--- config.mk ---
export PLATFORM = sky130hd
export DESIGN_NAME = patterned_line_pixel_stepper_core_flat
export DESIGN_NICKNAME = d
export VERILOG_FILES = /design/src/plps_pkg.sv /design/src/plps_in_if.sv /design/src/plps_out_if.sv /design/src/patterned_line_pixel_stepper_core.sv /design/src/flat_wrapper.sv
export SDC_FILE = /design/constraint.sdc
export NUM_CORES = 1
export LEC_CHECK = 0
export BUFFER_PORTS_ARGS = -buffer_cell sky130_fd_sc_hd__buf_2
export CAP_MARGIN = 20
export CORE_MARGIN = 1.5
export CORE_UTILIZATION = 55
export CTS_BUF_LIST = sky130_fd_sc_hd__clkbuf_8
export DETAILED_ROUTE_END_ITERATION = 8
export GPL_TIMING_DRIVEN = 1
export HOLD_SLACK_MARGIN = 0.12
export PLACE_DENSITY = 0.78
export SKIP_LAST_GASP = 1
export SLEW_MARGIN = 30
export SYNTH_ARGS = -nofsm -noshare
export SYNTH_HDL_FRONTEND = slang
export SYNTH_SLANG_ARGS = --single-unit
--- constraint.sdc ---
create_clock -name clk -period 18.5 [get_ports clk]
set_input_delay 1.85 -clock clk [delete_from_list [all_inputs] [get_ports clk]]
set_output_delay 1.85 -clock clk [all_outputs]
set_load 0.01 [all_outputs]
--- src/plps_pkg.sv ---
// Shared types and constants for the patterned line pixel stepper.
package plps_pkg;

  localparam int DASH_W      = 16;
  localparam int COLOR_W     = 4;
  localparam int ADDR_W      = 24;
  localparam int CFG_DATA_W  = 16;
  localparam int CFG_INDEX_W = 2;

  localparam logic [DASH_W-1:0]  DASH_RESET  = 16'hFFFF;
  localparam logic [COLOR_W-1:0] COLOR_RESET = 4'hF;
  localparam int SCREEN_WIDTH_RESET  = 800;
  localparam int SCREEN_HEIGHT_RESET = 600;

  // Configuration register indexes.
  typedef enum logic [CFG_INDEX_W-1:0] {
    REG_DASH_PATTERN  = 2'd0,
    REG_DRAW_COLOR    = 2'd1,
    REG_SCREEN_WIDTH  = 2'd2,
    REG_SCREEN_HEIGHT = 2'd3
  } cfg_reg_t;

  // Input item action codes.
  typedef enum logic {
    ACT_START = 1'b0,
    ACT_STEP  = 1'b1
  } action_t;

endpackage

--- src/plps_in_if.sv ---
// Input channel carrying line start and step commands.
interface plps_in_if #(
  parameter int COORD_BITS = 13
) ();
  logic                         valid;
  logic                         ready;
  plps_pkg::action_t            action;
  logic signed [COORD_BITS-1:0] start_x;
  logic signed [COORD_BITS-1:0] start_y;
  logic signed [COORD_BITS-1:0] end_x;
  logic signed [COORD_BITS-1:0] end_y;

  modport source (output valid, action, start_x, start_y, end_x, end_y, input ready);
  modport sink   (input valid, action, start_x, start_y, end_x, end_y, output ready);
endinterface

--- src/plps_out_if.sv ---
// Output channel carrying one visited point and its framebuffer write.
interface plps_out_if #(
  parameter int COORD_BITS = 13
) ();
  logic                               valid;
  logic                               ready;
  logic signed [COORD_BITS-1:0]       point_x;
  logic signed [COORD_BITS-1:0]       point_y;
  logic [plps_pkg::ADDR_W-1:0]        pixel_address;
  logic [plps_pkg::COLOR_W-1:0]       pixel_color;
  logic                               write_enable;
  logic                               last_point;
  logic                               idle;

  modport source (output valid, point_x, point_y, pixel_address, pixel_color,
                  write_enable, last_point, idle, input ready);
  modport sink   (input valid, point_x, point_y, pixel_address, pixel_color,
                  write_enable, last_point, idle, output ready);
endinterface

--- src/patterned_line_pixel_stepper_core.sv ---
// Top level of the patterned Bresenham line stepper with clipping and addressing.
// Path: an accepted beat enters the input register, then moves to the result
//   register once the result register is empty or its beat is being taken.
// Throughput: one beat per cycle while pixel_out.ready does not stall the output.
// Reset: synchronous, active high; clears walk state, valid flags and restores
//   configuration defaults (solid pattern, color 15, 800 by 600 screen).
module patterned_line_pixel_stepper_core #(
  parameter int COORD_BITS     = 13,
  parameter int PATTERN_LENGTH = 16
) (
  input  logic                               clk,
  input  logic                               rst,
  plps_in_if.sink                            line_in,
  plps_out_if.source                         pixel_out,
  input  logic                               cfg_we,
  input  logic [plps_pkg::CFG_INDEX_W-1:0]   cfg_index,
  input  logic [plps_pkg::CFG_DATA_W-1:0]    cfg_data
);

  // The error term needs two bits beyond a coordinate, and its update math
  // needs two more so that the doubled value and the sums never overflow.
  localparam int ERR_W  = COORD_BITS + 2;
  localparam int WORK_W = ERR_W + 2;
  localparam int IDX_W  = $clog2(PATTERN_LENGTH);
  localparam int MUL_W  = (2 * COORD_BITS > plps_pkg::ADDR_W) ?
                          2 * COORD_BITS : plps_pkg::ADDR_W;
  localparam logic [IDX_W-1:0] IDX_LAST = IDX_W'(PATTERN_LENGTH - 1);

  // ---------------------------------------------------------------------------
  // Configuration registers; the user must write them only while the engine is quiet (not enforced here).
  // ---------------------------------------------------------------------------
  logic [plps_pkg::DASH_W-1:0]  dash_pattern;
  logic [plps_pkg::COLOR_W-1:0] draw_color;
  logic [COORD_BITS-1:0]        screen_width;
  logic [COORD_BITS-1:0]        screen_height;

  always_ff @(posedge clk) begin
    if (rst) begin
      dash_pattern  <= plps_pkg::DASH_RESET;
      draw_color    <= plps_pkg::COLOR_RESET;
      screen_width  <= COORD_BITS'(plps_pkg::SCREEN_WIDTH_RESET);
      screen_height <= COORD_BITS'(plps_pkg::SCREEN_HEIGHT_RESET);
    end else if (cfg_we) begin
      unique case (plps_pkg::cfg_reg_t'(cfg_index))
        plps_pkg::REG_DASH_PATTERN:  dash_pattern  <= cfg_data[plps_pkg::DASH_W-1:0];
        plps_pkg::REG_DRAW_COLOR:    draw_color    <= cfg_data[plps_pkg::COLOR_W-1:0];
        plps_pkg::REG_SCREEN_WIDTH:  screen_width  <= cfg_data[COORD_BITS-1:0];
        plps_pkg::REG_SCREEN_HEIGHT: screen_height <= cfg_data[COORD_BITS-1:0];
        default: ;
      endcase
    end
  end

  // ---------------------------------------------------------------------------
  // Input register. On capture the endpoint deltas, directions and the initial
  // error term are worked out so the walk stage only has to take one step.
  // ---------------------------------------------------------------------------
  logic                         inq_valid;
  plps_pkg::action_t            inq_action;
  logic signed [COORD_BITS-1:0] inq_x1, inq_y1, inq_x2, inq_y2;
  logic [COORD_BITS-1:0]        inq_span_x, inq_span_y;
  logic                         inq_x_down, inq_y_down;
  logic signed [ERR_W-1:0]      inq_err;

  logic                         in_beat;
  logic                         advance;
  logic                         res_valid;

  logic signed [COORD_BITS:0]   diff_x, diff_y;
  logic [COORD_BITS-1:0]        abs_x, abs_y;
  logic signed [ERR_W-1:0]      err_start;

  // The item in the input register moves on whenever the result register is
  // empty or its beat is being taken, so a new beat can enter every cycle unless the output stalls.
  assign advance      = inq_valid && (!res_valid || pixel_out.ready);
  assign line_in.ready = !inq_valid || advance;
  assign in_beat      = line_in.valid && line_in.ready;

  always_comb begin
    diff_x = (COORD_BITS+1)'(line_in.end_x) - (COORD_BITS+1)'(line_in.start_x);
    diff_y = (COORD_BITS+1)'(line_in.end_y) - (COORD_BITS+1)'(line_in.start_y);
    abs_x  = diff_x[COORD_BITS] ? COORD_BITS'(-diff_x) : COORD_BITS'(diff_x);
    abs_y  = diff_y[COORD_BITS] ? COORD_BITS'(-diff_y) : COORD_BITS'(diff_y);
    err_start = signed'(ERR_W'(abs_x)) - signed'(ERR_W'(abs_y));
  end

  always_ff @(posedge clk) begin
    if (rst) begin
      inq_valid <= 1'b0;
    end else if (in_beat) begin
      inq_valid <= 1'b1;
    end else if (advance) begin
      inq_valid <= 1'b0;
    end
  end

  always_ff @(posedge clk) begin
    if (in_beat) begin
      inq_action <= line_in.action;
      inq_x1     <= line_in.start_x;
      inq_y1     <= line_in.start_y;
      inq_x2     <= line_in.end_x;
      inq_y2     <= line_in.end_y;
      inq_span_x <= abs_x;
      inq_span_y <= abs_y;
      // Equal coordinates count as going down, as in the classic walk.
      inq_x_down <= !(line_in.start_x < line_in.end_x);
      inq_y_down <= !(line_in.start_y < line_in.end_y);
      inq_err    <= err_start;
    end
  end

  // ---------------------------------------------------------------------------
  // Walk state.
  // ---------------------------------------------------------------------------
  logic signed [COORD_BITS-1:0] walk_x, walk_y, goal_x, goal_y;
  logic [COORD_BITS-1:0]        span_x, span_y;
  logic                         x_goes_down, y_goes_down;
  logic signed [ERR_W-1:0]      error_term;
  logic [IDX_W-1:0]             pattern_index;
  logic                         line_busy;

  logic signed [COORD_BITS-1:0] walk_x_next, walk_y_next;
  logic signed [ERR_W-1:0]      error_term_next;
  logic [IDX_W-1:0]             pattern_index_next;
  logic                         line_busy_next;

  // A start beat replaces the line in progress; the point it names is visited
  // in the same pass, so every field below is the start value or the state.
  logic                         is_start, do_visit, at_goal, pattern_on, on_screen, we;
  logic signed [COORD_BITS-1:0] cur_wx, cur_wy, cur_gx, cur_gy;
  logic [COORD_BITS-1:0]        cur_sx, cur_sy;
  logic                         cur_xd, cur_yd;
  logic signed [ERR_W-1:0]      cur_err;
  logic [IDX_W-1:0]             cur_idx;
  logic signed [WORK_W-1:0]     err_w, e2_w, dx_w, dy_w, err_sum;
  logic                         step_x, step_y;
  logic [MUL_W-1:0]             addr_wide;

  always_comb begin
    is_start = (inq_action == plps_pkg::ACT_START);
    cur_wx   = is_start ? inq_x1     : walk_x;
    cur_wy   = is_start ? inq_y1     : walk_y;
    cur_gx   = is_start ? inq_x2     : goal_x;
    cur_gy   = is_start ? inq_y2     : goal_y;
    cur_sx   = is_start ? inq_span_x : span_x;
    cur_sy   = is_start ? inq_span_y : span_y;
    cur_xd   = is_start ? inq_x_down : x_goes_down;
    cur_yd   = is_start ? inq_y_down : y_goes_down;
    cur_err  = is_start ? inq_err    : error_term;
    cur_idx  = is_start ? '0         : pattern_index;
    do_visit = is_start || line_busy;
    at_goal  = (cur_wx == cur_gx) && (cur_wy == cur_gy);

    // Bresenham decision: compare twice the error against both deltas.
    err_w  = WORK_W'(cur_err);
    e2_w   = err_w <<< 1;
    dx_w   = signed'(WORK_W'(cur_sx));
    dy_w   = signed'(WORK_W'(cur_sy));
    step_x = e2_w > -dy_w;
    step_y = e2_w < dx_w;
    err_sum = err_w - (step_x ? dy_w : '0) + (step_y ? dx_w : '0);

    // Pattern positions past the dash register width are always off.
    pattern_on = (32'(cur_idx) < plps_pkg::DASH_W) &&
                 dash_pattern[4'(cur_idx)];
    on_screen  = !cur_wx[COORD_BITS-1] && !cur_wy[COORD_BITS-1] &&
                 ($unsigned(cur_wx) < screen_width) &&
                 ($unsigned(cur_wy) < screen_height);
    we         = pattern_on && on_screen;

    // Both coordinates are known non-negative whenever the address is used.
    addr_wide = MUL_W'($unsigned(cur_wy)) * MUL_W'(screen_width) +
                MUL_W'($unsigned(cur_wx));

    walk_x_next        = cur_wx;
    walk_y_next        = cur_wy;
    error_term_next    = cur_err;
    pattern_index_next = cur_idx;
    line_busy_next     = 1'b0;
    if (!at_goal) begin
      if (step_x) begin
        walk_x_next = cur_xd ? cur_wx - 1'b1 : cur_wx + 1'b1;
      end
      if (step_y) begin
        walk_y_next = cur_yd ? cur_wy - 1'b1 : cur_wy + 1'b1;
      end
      error_term_next    = ERR_W'(err_sum);
      pattern_index_next = (cur_idx == IDX_LAST) ? '0 : cur_idx + 1'b1;
      line_busy_next     = 1'b1;
    end
  end

  always_ff @(posedge clk) begin
    if (rst) begin
      walk_x        <= '0;
      walk_y        <= '0;
      goal_x        <= '0;
      goal_y        <= '0;
      span_x        <= '0;
      span_y        <= '0;
      x_goes_down   <= 1'b0;
      y_goes_down   <= 1'b0;
      error_term    <= '0;
      pattern_index <= '0;
      line_busy     <= 1'b0;
    end else if (advance && do_visit) begin
      walk_x        <= walk_x_next;
      walk_y        <= walk_y_next;
      goal_x        <= cur_gx;
      goal_y        <= cur_gy;
      span_x        <= cur_sx;
      span_y        <= cur_sy;
      x_goes_down   <= cur_xd;
      y_goes_down   <= cur_yd;
      error_term    <= error_term_next;
      pattern_index <= pattern_index_next;
      line_busy     <= line_busy_next;
    end
  end

  // ---------------------------------------------------------------------------
  // Result register. A step with no line in progress yields an idle beat with
  // every other field zero; a point that is not drawn has zero address and
  // color.
  // ---------------------------------------------------------------------------
  logic signed [COORD_BITS-1:0]  res_point_x, res_point_y;
  logic [plps_pkg::ADDR_W-1:0]   res_address;
  logic [plps_pkg::COLOR_W-1:0]  res_color;
  logic                          res_write, res_last, res_idle;

  always_ff @(posedge clk) begin
    if (rst) begin
      res_valid <= 1'b0;
    end else if (advance) begin
      res_valid <= 1'b1;
    end else if (pixel_out.ready) begin
      res_valid <= 1'b0;
    end
  end

  always_ff @(posedge clk) begin
    if (advance) begin
      res_point_x <= do_visit ? cur_wx : '0;
      res_point_y <= do_visit ? cur_wy : '0;
      res_address <= (do_visit && we) ? addr_wide[plps_pkg::ADDR_W-1:0] : '0;
      res_color   <= (do_visit && we) ? draw_color : '0;
      res_write   <= do_visit && we;
      res_last    <= do_visit && at_goal;
      res_idle    <= !do_visit;
    end
  end

  assign pixel_out.valid         = res_valid;
  assign pixel_out.point_x       = res_point_x;
  assign pixel_out.point_y       = res_point_y;
  assign pixel_out.pixel_address = res_address;
  assign pixel_out.pixel_color   = res_color;
  assign pixel_out.write_enable  = res_write;
  assign pixel_out.last_point    = res_last;
  assign pixel_out.idle          = res_idle;

`ifndef NO_ASSERTIONS
  // A line only ends with the beat that reaches its endpoint.
  a_busy_ends_on_last: assert property (@(posedge clk) disable iff (rst)
    (!$past(rst) && $fell(line_busy)) |-> ($past(advance) && res_valid && res_last))
    else $error("line ended without a last point result");

  // A held input item is never dropped while the output side stalls.
  a_input_held: assert property (@(posedge clk) disable iff (rst)
    (inq_valid && !advance) |=> inq_valid)
    else $error("pending input item lost");

  // An idle result never carries a pixel write or an endpoint mark.
  a_idle_quiet: assert property (@(posedge clk) disable iff (rst)
    (res_valid && res_idle) |-> (!res_write && !res_last))
    else $error("idle result carries a write or last point");
`endif

endmodule
--- src/flat_wrapper.sv ---
// flat-port wrapper written by rule: the top's interface ports become plain ports
module patterned_line_pixel_stepper_core_flat 
#(
  parameter int COORD_BITS     = 13,
  parameter int PATTERN_LENGTH = 16
)
  (clk, rst, cfg_we, cfg_index, cfg_data, line_in_valid, line_in_action, line_in_start_x, line_in_start_y, line_in_end_x, line_in_end_y, line_in_ready, pixel_out_valid, pixel_out_point_x, pixel_out_point_y, pixel_out_pixel_address, pixel_out_pixel_color, pixel_out_write_enable, pixel_out_last_point, pixel_out_idle, pixel_out_ready);
  plps_in_if #(.COORD_BITS(COORD_BITS)) line_in_i ();
  plps_out_if #(.COORD_BITS(COORD_BITS)) pixel_out_i ();
  input  logic clk;
  input  logic rst;
  input  logic cfg_we;
  input  logic [plps_pkg::CFG_INDEX_W-1:0] cfg_index;
  input  logic [plps_pkg::CFG_DATA_W-1:0] cfg_data;
  input wire logic [$bits(line_in_i.valid)-1:0] line_in_valid;
  input wire logic [$bits(line_in_i.action)-1:0] line_in_action;
  input wire logic [$bits(line_in_i.start_x)-1:0] line_in_start_x;
  input wire logic [$bits(line_in_i.start_y)-1:0] line_in_start_y;
  input wire logic [$bits(line_in_i.end_x)-1:0] line_in_end_x;
  input wire logic [$bits(line_in_i.end_y)-1:0] line_in_end_y;
  output wire logic [$bits(line_in_i.ready)-1:0] line_in_ready;
  output wire logic [$bits(pixel_out_i.valid)-1:0] pixel_out_valid;
  output wire logic [$bits(pixel_out_i.point_x)-1:0] pixel_out_point_x;
  output wire logic [$bits(pixel_out_i.point_y)-1:0] pixel_out_point_y;
  output wire logic [$bits(pixel_out_i.pixel_address)-1:0] pixel_out_pixel_address;
  output wire logic [$bits(pixel_out_i.pixel_color)-1:0] pixel_out_pixel_color;
  output wire logic [$bits(pixel_out_i.write_enable)-1:0] pixel_out_write_enable;
  output wire logic [$bits(pixel_out_i.last_point)-1:0] pixel_out_last_point;
  output wire logic [$bits(pixel_out_i.idle)-1:0] pixel_out_idle;
  input wire logic [$bits(pixel_out_i.ready)-1:0] pixel_out_ready;
  assign line_in_i.valid = line_in_valid;
  assign line_in_i.action = line_in_action;
  assign line_in_i.start_x = line_in_start_x;
  assign line_in_i.start_y = line_in_start_y;
  assign line_in_i.end_x = line_in_end_x;
  assign line_in_i.end_y = line_in_end_y;
  assign line_in_ready = line_in_i.ready;
  assign pixel_out_valid = pixel_out_i.valid;
  assign pixel_out_point_x = pixel_out_i.point_x;
  assign pixel_out_point_y = pixel_out_i.point_y;
  assign pixel_out_pixel_address = pixel_out_i.pixel_address;
  assign pixel_out_pixel_color = pixel_out_i.pixel_color;
  assign pixel_out_write_enable = pixel_out_i.write_enable;
  assign pixel_out_last_point = pixel_out_i.last_point;
  assign pixel_out_idle = pixel_out_i.idle;
  assign pixel_out_i.ready = pixel_out_ready;
  patterned_line_pixel_stepper_core #(.COORD_BITS(COORD_BITS), .PATTERN_LENGTH(PATTERN_LENGTH)) u_core (.clk(clk), .rst(rst), .line_in(line_in_i), .pixel_out(pixel_out_i), .cfg_we(cfg_we), .cfg_index(cfg_index), .cfg_data(cfg_data));
endmodule
==> results.ini, run 1 <==
[logic_synthesis]
yosys.area_share.adder_pct=23.5
synth_cell_type_count=85
synth-xor-area-share_pct=6.00
synth_edf_count=152
syn_nets=3060
syn_inst=2623
synth_area_per_cell_um2=9.12
ys.flop_type=edfxtp_1
ys_seq_area_share_pct=31.4
synth_seq_cells=300
yosys.area.top_type=edfxtp_1
synth_compound_area_share_pct=11.7
synth_area_leaders=edfxtp_1, dfxtp_1, fa_1
syn_area_um2=23900
yosysTopAreaCellShare_pct=19.1
muxShareOfSynthArea_pct=4.99
synth-simple-area-share_pct=15.5
synthArstFlopShare_pct=0
synth_top_family_by_area=adder cells
yosysWarnings=0

[finish]
layout_common_cells=inv_1, nand2_1, nor2_1
drive_gt1_share_pct=10.8
n_antenna_cell=0
layout_commonest_cell=inv_1
fin_nets=3169
seq_area_um2=7530
final_area_um2=26100
multi_input_area_um2=14800
area_growth_pct=9.04
nFillCells=3710

[worst_setup_path]
r2r_end=u_core.error_term[12]
cp.arrival_ns=8.00
regToRegSetupSlack_ns=11.04
critical_path_class=reg2reg
slowest_stage=clkinv_1
cp_max_fo=53
cp-startpoint=u_core.inq_action
slowest_delay_ns=0.67
r2r-start=u_core.inq_action
crit_required_ns=19.04
cp-end-kind=flop
r2r_cells=25
start_kind=flop

[flow_run]
maxCapViolCount=0

[min_path]
min_from=u_core.error_term[0]
hp-class=reg2reg
worstHoldPathCells=2
hold_path_end=u_core.error_term[0]

[clock_tree]
cts_tree=built
post-cts-setup-buffers=0
path_clk_slew_ns=0.07
cts_buffers=50
clock-sinks=300
cts-root-buf=clkbuf_8
cts_htree_levels=2
cts_resized=0
clockBufferDepth=3
clock_latency_ns=0.68
cts_hold_buf=0

[placed_design]
dpl-instance-area_um2=25100
hpwl_um=52300
place_congestion=1.01
port_buffers=134

[sta]
rsz0062_at_grt=false
finalCritPeriodShare_pct=40.3
setup_viol=0
tightest_slew_ns=1.02
timing.final.max_slew_violations=0
max_freq_mhz=134
skew_ns=0.0594
fin_setup_tns_ns=0
min_period_ns=7.46
max_slew_margin_pct=31.2
whs_ns=0.450
hold_viol_final=0

[detailed_routing]
vias=19600
wire_per_inst_um=20.2
drc=0
ant_nets=0
wl_um=67800
drt_first_iter_violations=1878
vias_per_cell=5.84
dr.pass1.iters=6

[power_and_ir_drop]
p_sw_mw=1.16
p_per_area_nw_per_um2=108
swShare_pct=41.1
p_int_mw=1.67
ir_drop_v=0.0000825
seq_power_share_pct=28.9
p_leak_nw=11.6
pwr-share-clk_pct=21.6
comb_power_share_pct=49.4

[grt]
grt_max_degree=86
track_usage_pct=30.8
grt_pass1_vias=19600
grt_pass1_wl_um=106000
antenna_found_initial=0
gr-total-overflow=0

[run_status]
status=finished, final reports clean

[die]
die_area_um2=44800
core_area_um2=43000
pin_count=135
dieWidth_um=212
rows=76
die_h_um=212
start_util_pct=55.7

[metal layers]
layer	vias to the layer above	wire, um	global-route usage [%]
met3	240	5140	4.64
met1	9401	27500	39.2
met5	-	0	0
met2	858	31200	50.3
li1	9103	-	-
met4	0	4010	17.4
[power groups by stage]
stage	combinational (mW)	sequential, mW	clock, mW
final	1.40	0.819	0.612
after global placement	1.32	0.830	0
after detailed placement	1.36	0.832	0
after CTS	1.38	0.818	0.619
after floorplan	1.04	0.820	0
after global routing	1.54	0.824	0.647
[final cells by class]
class,instances,share of cell area (%)
multi-input combinational,1905,56.7
inverter,324,4.66
tap,585,2.80
timing repair buffer,151,3.08
clock inverter,36,0.973
clock buffer,56,2.95
sequential,300,28.8
[synth_stat cells (all sizes together), types with 6 or more instances]
library cell    n
a21oi         174
nand4          18
inv           322
ha            214
a41oi           6
o21ai          62
or3            17
xor2           56
o22ai           6
nand2         303
fa            147
a21o           25
a211oi         54
and3           17
nor3           52
a31oi          17
mux2           30
nand2b         30
xnor2         108
and2           24
dfxtp         148
o211ai         14
a31o            6
nor2b          22
clkbuf         69
o21a           12
or2             7
o41ai           6
buf            25
nor2          275
nor4            9
o31ai          10
nand3          40
mux2i          77
edfxtp        152
[worst max-delay path, delay by kind of cell, from the launching register on]
kind	cells	cell delay (ns)
xor+xnor	1	0.16
buf+inv	4	1.63
flops	1	0.36
simple gates	9	2.17
compound gates	8	1.81
fa+ha+maj	3	1.17
[registers in the layout, indices dropped and copies added, names as in the netlist, 13 cells and up]
name	count
u_core.dash_pattern	16
u_core.error_term	15
u_core.goal_x	13
u_core.goal_y	13
u_core.inq_err	14
u_core.inq_span_x	13
u_core.inq_span_y	13
u_core.inq_x1	13
u_core.inq_x2	13
u_core.inq_y1	13
u_core.inq_y2	13
u_core.pixel_out.pixel_address	24
u_core.pixel_out.point_x	13
u_core.pixel_out.point_y	13
u_core.screen_height	13
u_core.screen_width	13
u_core.span_x	13
u_core.span_y	13
u_core.walk_x	13
u_core.walk_y	13
[worst max path at each step]
stage                                               to  slack [ns]  depth (start not counted)
finish                           u_core.error_term[12]       11.04                         25
global route                     u_core.error_term[12]       10.62                         25
CTS                 u_core.pixel_out.pixel_address[22]       11.06                         20
detailed placement  u_core.pixel_out.pixel_address[22]       11.06                         20
global placement    u_core.pixel_out.pixel_address[22]       11.25                         20
floorplan           u_core.pixel_out.pixel_address[22]       11.71                         27
[cell families after synthesis]
logic type,after synthesis
and+or+nand+nor,833
AOI/OAI and AO/OA,438
buffers and inverters,418
adders and majority gates,361
DFF,300
xor gates and xnor gates,164
muxes,109
[per-stage QoR]
stage | total power [mW] | utilization [%] | instances | worst slack [ns]
after floorplan | 1.86 | - | 2623 | 11.71
after global routing | 3.01 | 60.7 | 3357 | 10.62
final | 2.83 | 60.7 | 3357 | 11.04
after CTS | 2.81 | 60.7 | 3357 | 11.06
after detailed placement | 2.19 | 58.3 | 3265 | 11.06
after global placement | 2.15 | 58.3 | 3265 | 11.25
No activity file was read; power rests on OpenSTA's default activity.
==> run 2: changes to the inputs <==
--- a/config.mk
+++ b/config.mk
@@ -5,6 +5,7 @@
 export SDC_FILE = /design/constraint.sdc
 export NUM_CORES = 1
 export LEC_CHECK = 0
+export ABC_AREA = 1
 export BUFFER_PORTS_ARGS = -buffer_cell sky130_fd_sc_hd__buf_2
 export CAP_MARGIN = 20
 export CORE_MARGIN = 1.5
@@ -13,7 +14,7 @@
 export DETAILED_ROUTE_END_ITERATION = 8
 export GPL_TIMING_DRIVEN = 1
 export HOLD_SLACK_MARGIN = 0.12
-export PLACE_DENSITY = 0.78
+export PLACE_DENSITY = 0.81
 export SKIP_LAST_GASP = 1
 export SLEW_MARGIN = 30
 export SYNTH_ARGS = -nofsm -noshare
==> constraint.sdc (replaced) <==
create_clock -name clk -period 6.7 [get_ports clk]
set_input_delay 0.67 -clock clk [delete_from_list [all_inputs] [get_ports clk]]
set_output_delay 0.67 -clock clk [all_outputs]
set_load 0.01 [all_outputs]
==> run 2 against run 1 <==
  * Count of clock-buffer cells in the layout decreased by 1
  * Area after synthesis grew 3.9%
  * Routed wire length is 0.26% lower
  * Die area up 3.8%
  * Flip-flop and latch count unchanged
  * Hold slack worse by 0.25 ns
  * Synthesized cell count increased by 23%
  * Final cell count rose by 19%
  * Sequential power increased to 2.8 times the previous value
  * Critical endpoint is now u_core.pixel_out.pixel_address[15]
  * Largest power group unchanged
==> results.ini, run 2 <==
[grt]
grt_pass1_wl_um=107000  ; +0.61%
antenna_found_initial=0  ; unchanged
gr-total-overflow=0  ; unchanged
grt_max_degree=94  ; +9.3%
grt_pass1_vias=20500  ; +4.8%
track_usage_pct=28.9  ; -1.9 points

[power_and_ir_drop]
power_mw=8.17  ; +190%
ir_drop_v=0.000185  ; +120%
comb_power_share_pct=51.3  ; +1.9 points
swShare_pct=43.6  ; +2.4 points
p_sw_mw=3.56  ; +210%
p_int_mw=4.61  ; +180%
p_per_area_nw_per_um2=300  ; +180%
pwr-share-clk_pct=20.8  ; -0.8 points
p_leak_nw=13.3  ; +15%
seq_power_share_pct=27.9  ; -1.0 points

[die]
pin_count=135  ; unchanged
rows=77  ; +1.3%
dieWidth_um=216  ; +1.9%
die_h_um=216  ; +1.9%
die_area_um2=46500  ; +3.8%
core_area_um2=44400  ; +3.3%
start_util_pct=56.0  ; +0.30 points

[logic_synthesis]
yosysWarnings=0  ; unchanged
syn_area_um2=24900  ; +3.9%
syn_inst=3223  ; +23%
yosysTopAreaCellShare_pct=18.4  ; -0.71 points
synth_area_leaders=edfxtp_1, dfxtp_1, fa_1
yosys.area.top_type=edfxtp_1
synth_seq_cells=300  ; unchanged
synth_edf_count=152  ; unchanged
synth_commonest_cells=nand2_1, inv_1, a21oi_1
yosysMostFrequentCell=nand2_1
synth_cell_type_count=54  ; -36%
ys.flop_type=edfxtp_1
ys_seq_area_share_pct=30.3  ; -1.2 points
synthArstFlopShare_pct=0  ; unchanged
syn_nets=3660  ; +20%
synth_area_per_cell_um2=7.71  ; -15%

[worst_setup_path]
path_buf_inv=7  ; +3
cpMostUsedCell=fa_1
r2r_end=u_core.pixel_out.pixel_address[15]
r2r_cells=23  ; -8.0%
crit_required_ns=7.18  ; -11.86 ns
cp.arrival_ns=6.85  ; -1.15 ns
crit_chain=buf_12, buf_4, nand2_1, o21ai_4, inv_1, buf_4, nand2_1, fa_1, inv_1, fa_1, fa_1, inv_1, fa_1, inv_1, fa_1, fa_1, ha_1, nand2_1, o21ai_0, o21bai_1, a21oi_1, or2_2, a21oi_1
slowest_delay_ns=0.53  ; -0.14 ns
start_kind=flop
cp_max_fo=9  ; -83%
cp-startpoint=u_core.inq_action
regToRegSetupSlack_ns=0.33  ; -10.71 ns
cp-end-kind=flop
r2r-start=u_core.inq_action
path_delay_family=adder cells
slowest_stage=edfxtp_1
critical_path_class=reg2reg

[detailed_routing]
wire_per_inst_um=17.0  ; -16%
drc=0  ; unchanged
drt-met1-wl_um=28700  ; +4.6%
top_layer=met4
vias=22000  ; +12%
dr.pass1.iters=7  ; +1
drt_first_iter_violations=1772  ; -5.6%
met2_length_um=30600  ; -1.8%
ant_nets=0  ; unchanged
wl_um=67600  ; -0.26%
wl_met3_um=5250  ; +2.1%
vias_per_cell=5.51  ; -5.6%

[clock_tree]
clock-sinks=300  ; unchanged
cts_buffers=49  ; -2.0%
path_clk_slew_ns=0.07  ; about the same
cts_tree=built
clock_latency_ns=0.66  ; -0.02 ns
cts_htree_levels=2  ; unchanged
cts-root-buf=clkbuf_8
clockBufferDepth=3  ; unchanged

[finish]
largest_register_ffs=24  ; unchanged
layout_common_cells=nand2_1, inv_1, a21oi_1
area_growth_pct=9.29
layout_commonest_cell=nand2_1
drive_gt1_share_pct=9.76  ; -1.1 points
fin_nets=3787  ; +20%
nFillCells=4019  ; +8.3%
final_area_um2=27200  ; +4.1%

[placed_design]
hpwl_um=52600  ; +0.66%
port_buffers=134  ; unchanged
place_congestion=0.972  ; -4.2%
dpl-instance-area_um2=26100  ; +4.1%

[sta]
skew_ns=0.0348  ; -0.0246 ns
setup_viol=0  ; unchanged
timing.final.max_slew_violations=0  ; unchanged
max_freq_mhz=157  ; +17%
tightest_slew_ns=0.940  ; -0.0776 ns
hold_viol_final=0  ; unchanged
min_period_ns=6.37  ; -1.09 ns
finalCritPeriodShare_pct=95.1  ; +55 points
max_slew_margin_pct=36.7  ; +5.5 points
rsz0062_at_grt=false
fin_setup_tns_ns=0  ; unchanged

[min_path]
hold_path_end=u_core.inq_y2[11]
min_from=line_in_end_y[11]
hp-class=in2reg
worstHoldPathCells=1  ; -1

[flow_run]
maxCapViolCount=0  ; unchanged

[run_status]
status=finished, final reports clean

run 2: logic make-up (layout without fill, tap and decap cells):
family | Yosys count | after routing | synth area share (%)
adders and majority gates | 361 | 361 | 22.6
xor gates and xnor gates | 98 | 98 | 3.45
and+or+nand+nor | 1265 | 1265 | 21.1
buffers and inverters | 643 | 810 | 10.3
AOI/OAI and AO/OA | 556 | 556 | 12.3
DFF | 300 | 300 | 30.3
other | 0 | 1 | 0
run 2: area by class of cell:
class	count	area (um2)	area share [%]
inverter	539	2030	7.47
tap	592	741	2.73
clock buffer	55	757	2.79
antenna	1	2.50	0.00921
multi-input combinational	2280	14800	54.5
clock inverter	36	265	0.976
sequential	300	7530	27.7
timing repair buffer	180	1040	3.84
run 2: worst max path at each step:
stage	to	slack [ns]	cells past startpoint
after floorplan	u_core.pixel_out.pixel_address[21]	0.83	26
after global placement	u_core.pixel_out.pixel_address[16]	0.51	26
after detailed placement	u_core.pixel_out.pixel_address[15]	0.35	21
after CTS	u_core.pixel_out.pixel_address[15]	0.34	21
after global routing	u_core.pixel_out.pixel_address[21]	0.003	26
final	u_core.pixel_out.pixel_address[15]	0.33	23
run 2: metrics by stage:
stage | util (%) | hold WS [ns] | cells | setup WS (ns)
after floorplan | - | 0.426 | 3223 | 0.829
after global placement | 58.8 | 0.437 | 3888 | 0.506
after detailed placement | 58.8 | 0.445 | 3888 | 0.353
after CTS | 61.1 | 0.165 | 3979 | 0.342
after global routing | 61.2 | 0.185 | 3982 | 0.00313
final | 61.2 | 0.197 | 3983 | 0.331
run 2: per-layer routing:
| layer | vias to the layer above | GRT usage, % |
|---|---|---|
| met5 | - | 0 |
| met4 | 0 | 13.2 |
| met3 | 165 | 4.02 |
| met2 | 947 | 46.8 |
| met1 | 10200 | 38.5 |
| li1 | 10700 | - |
run 2: power by group through the flow:
stage	Sequential [mW]	Combinational, mW	Clock, mW
global placement	2.31	4.05	0
CTS	2.27	4.14	1.73
detailed placement	2.31	4.11	0
finish	2.28	4.19	1.70
global route	2.29	4.74	1.81
floorplan	2.27	3.12	0
run 2: repair_timing:
| item | in CTS | in global routing |
|---|---|---|
| setup buffers | 0 | 3 |
| resized for setup | 0 | 2 |
| hold endpoints to repair | 0 | 0 |
| hold buffers | 0 | 0 |
| endpoints found under the setup margin | 0 | 7 |
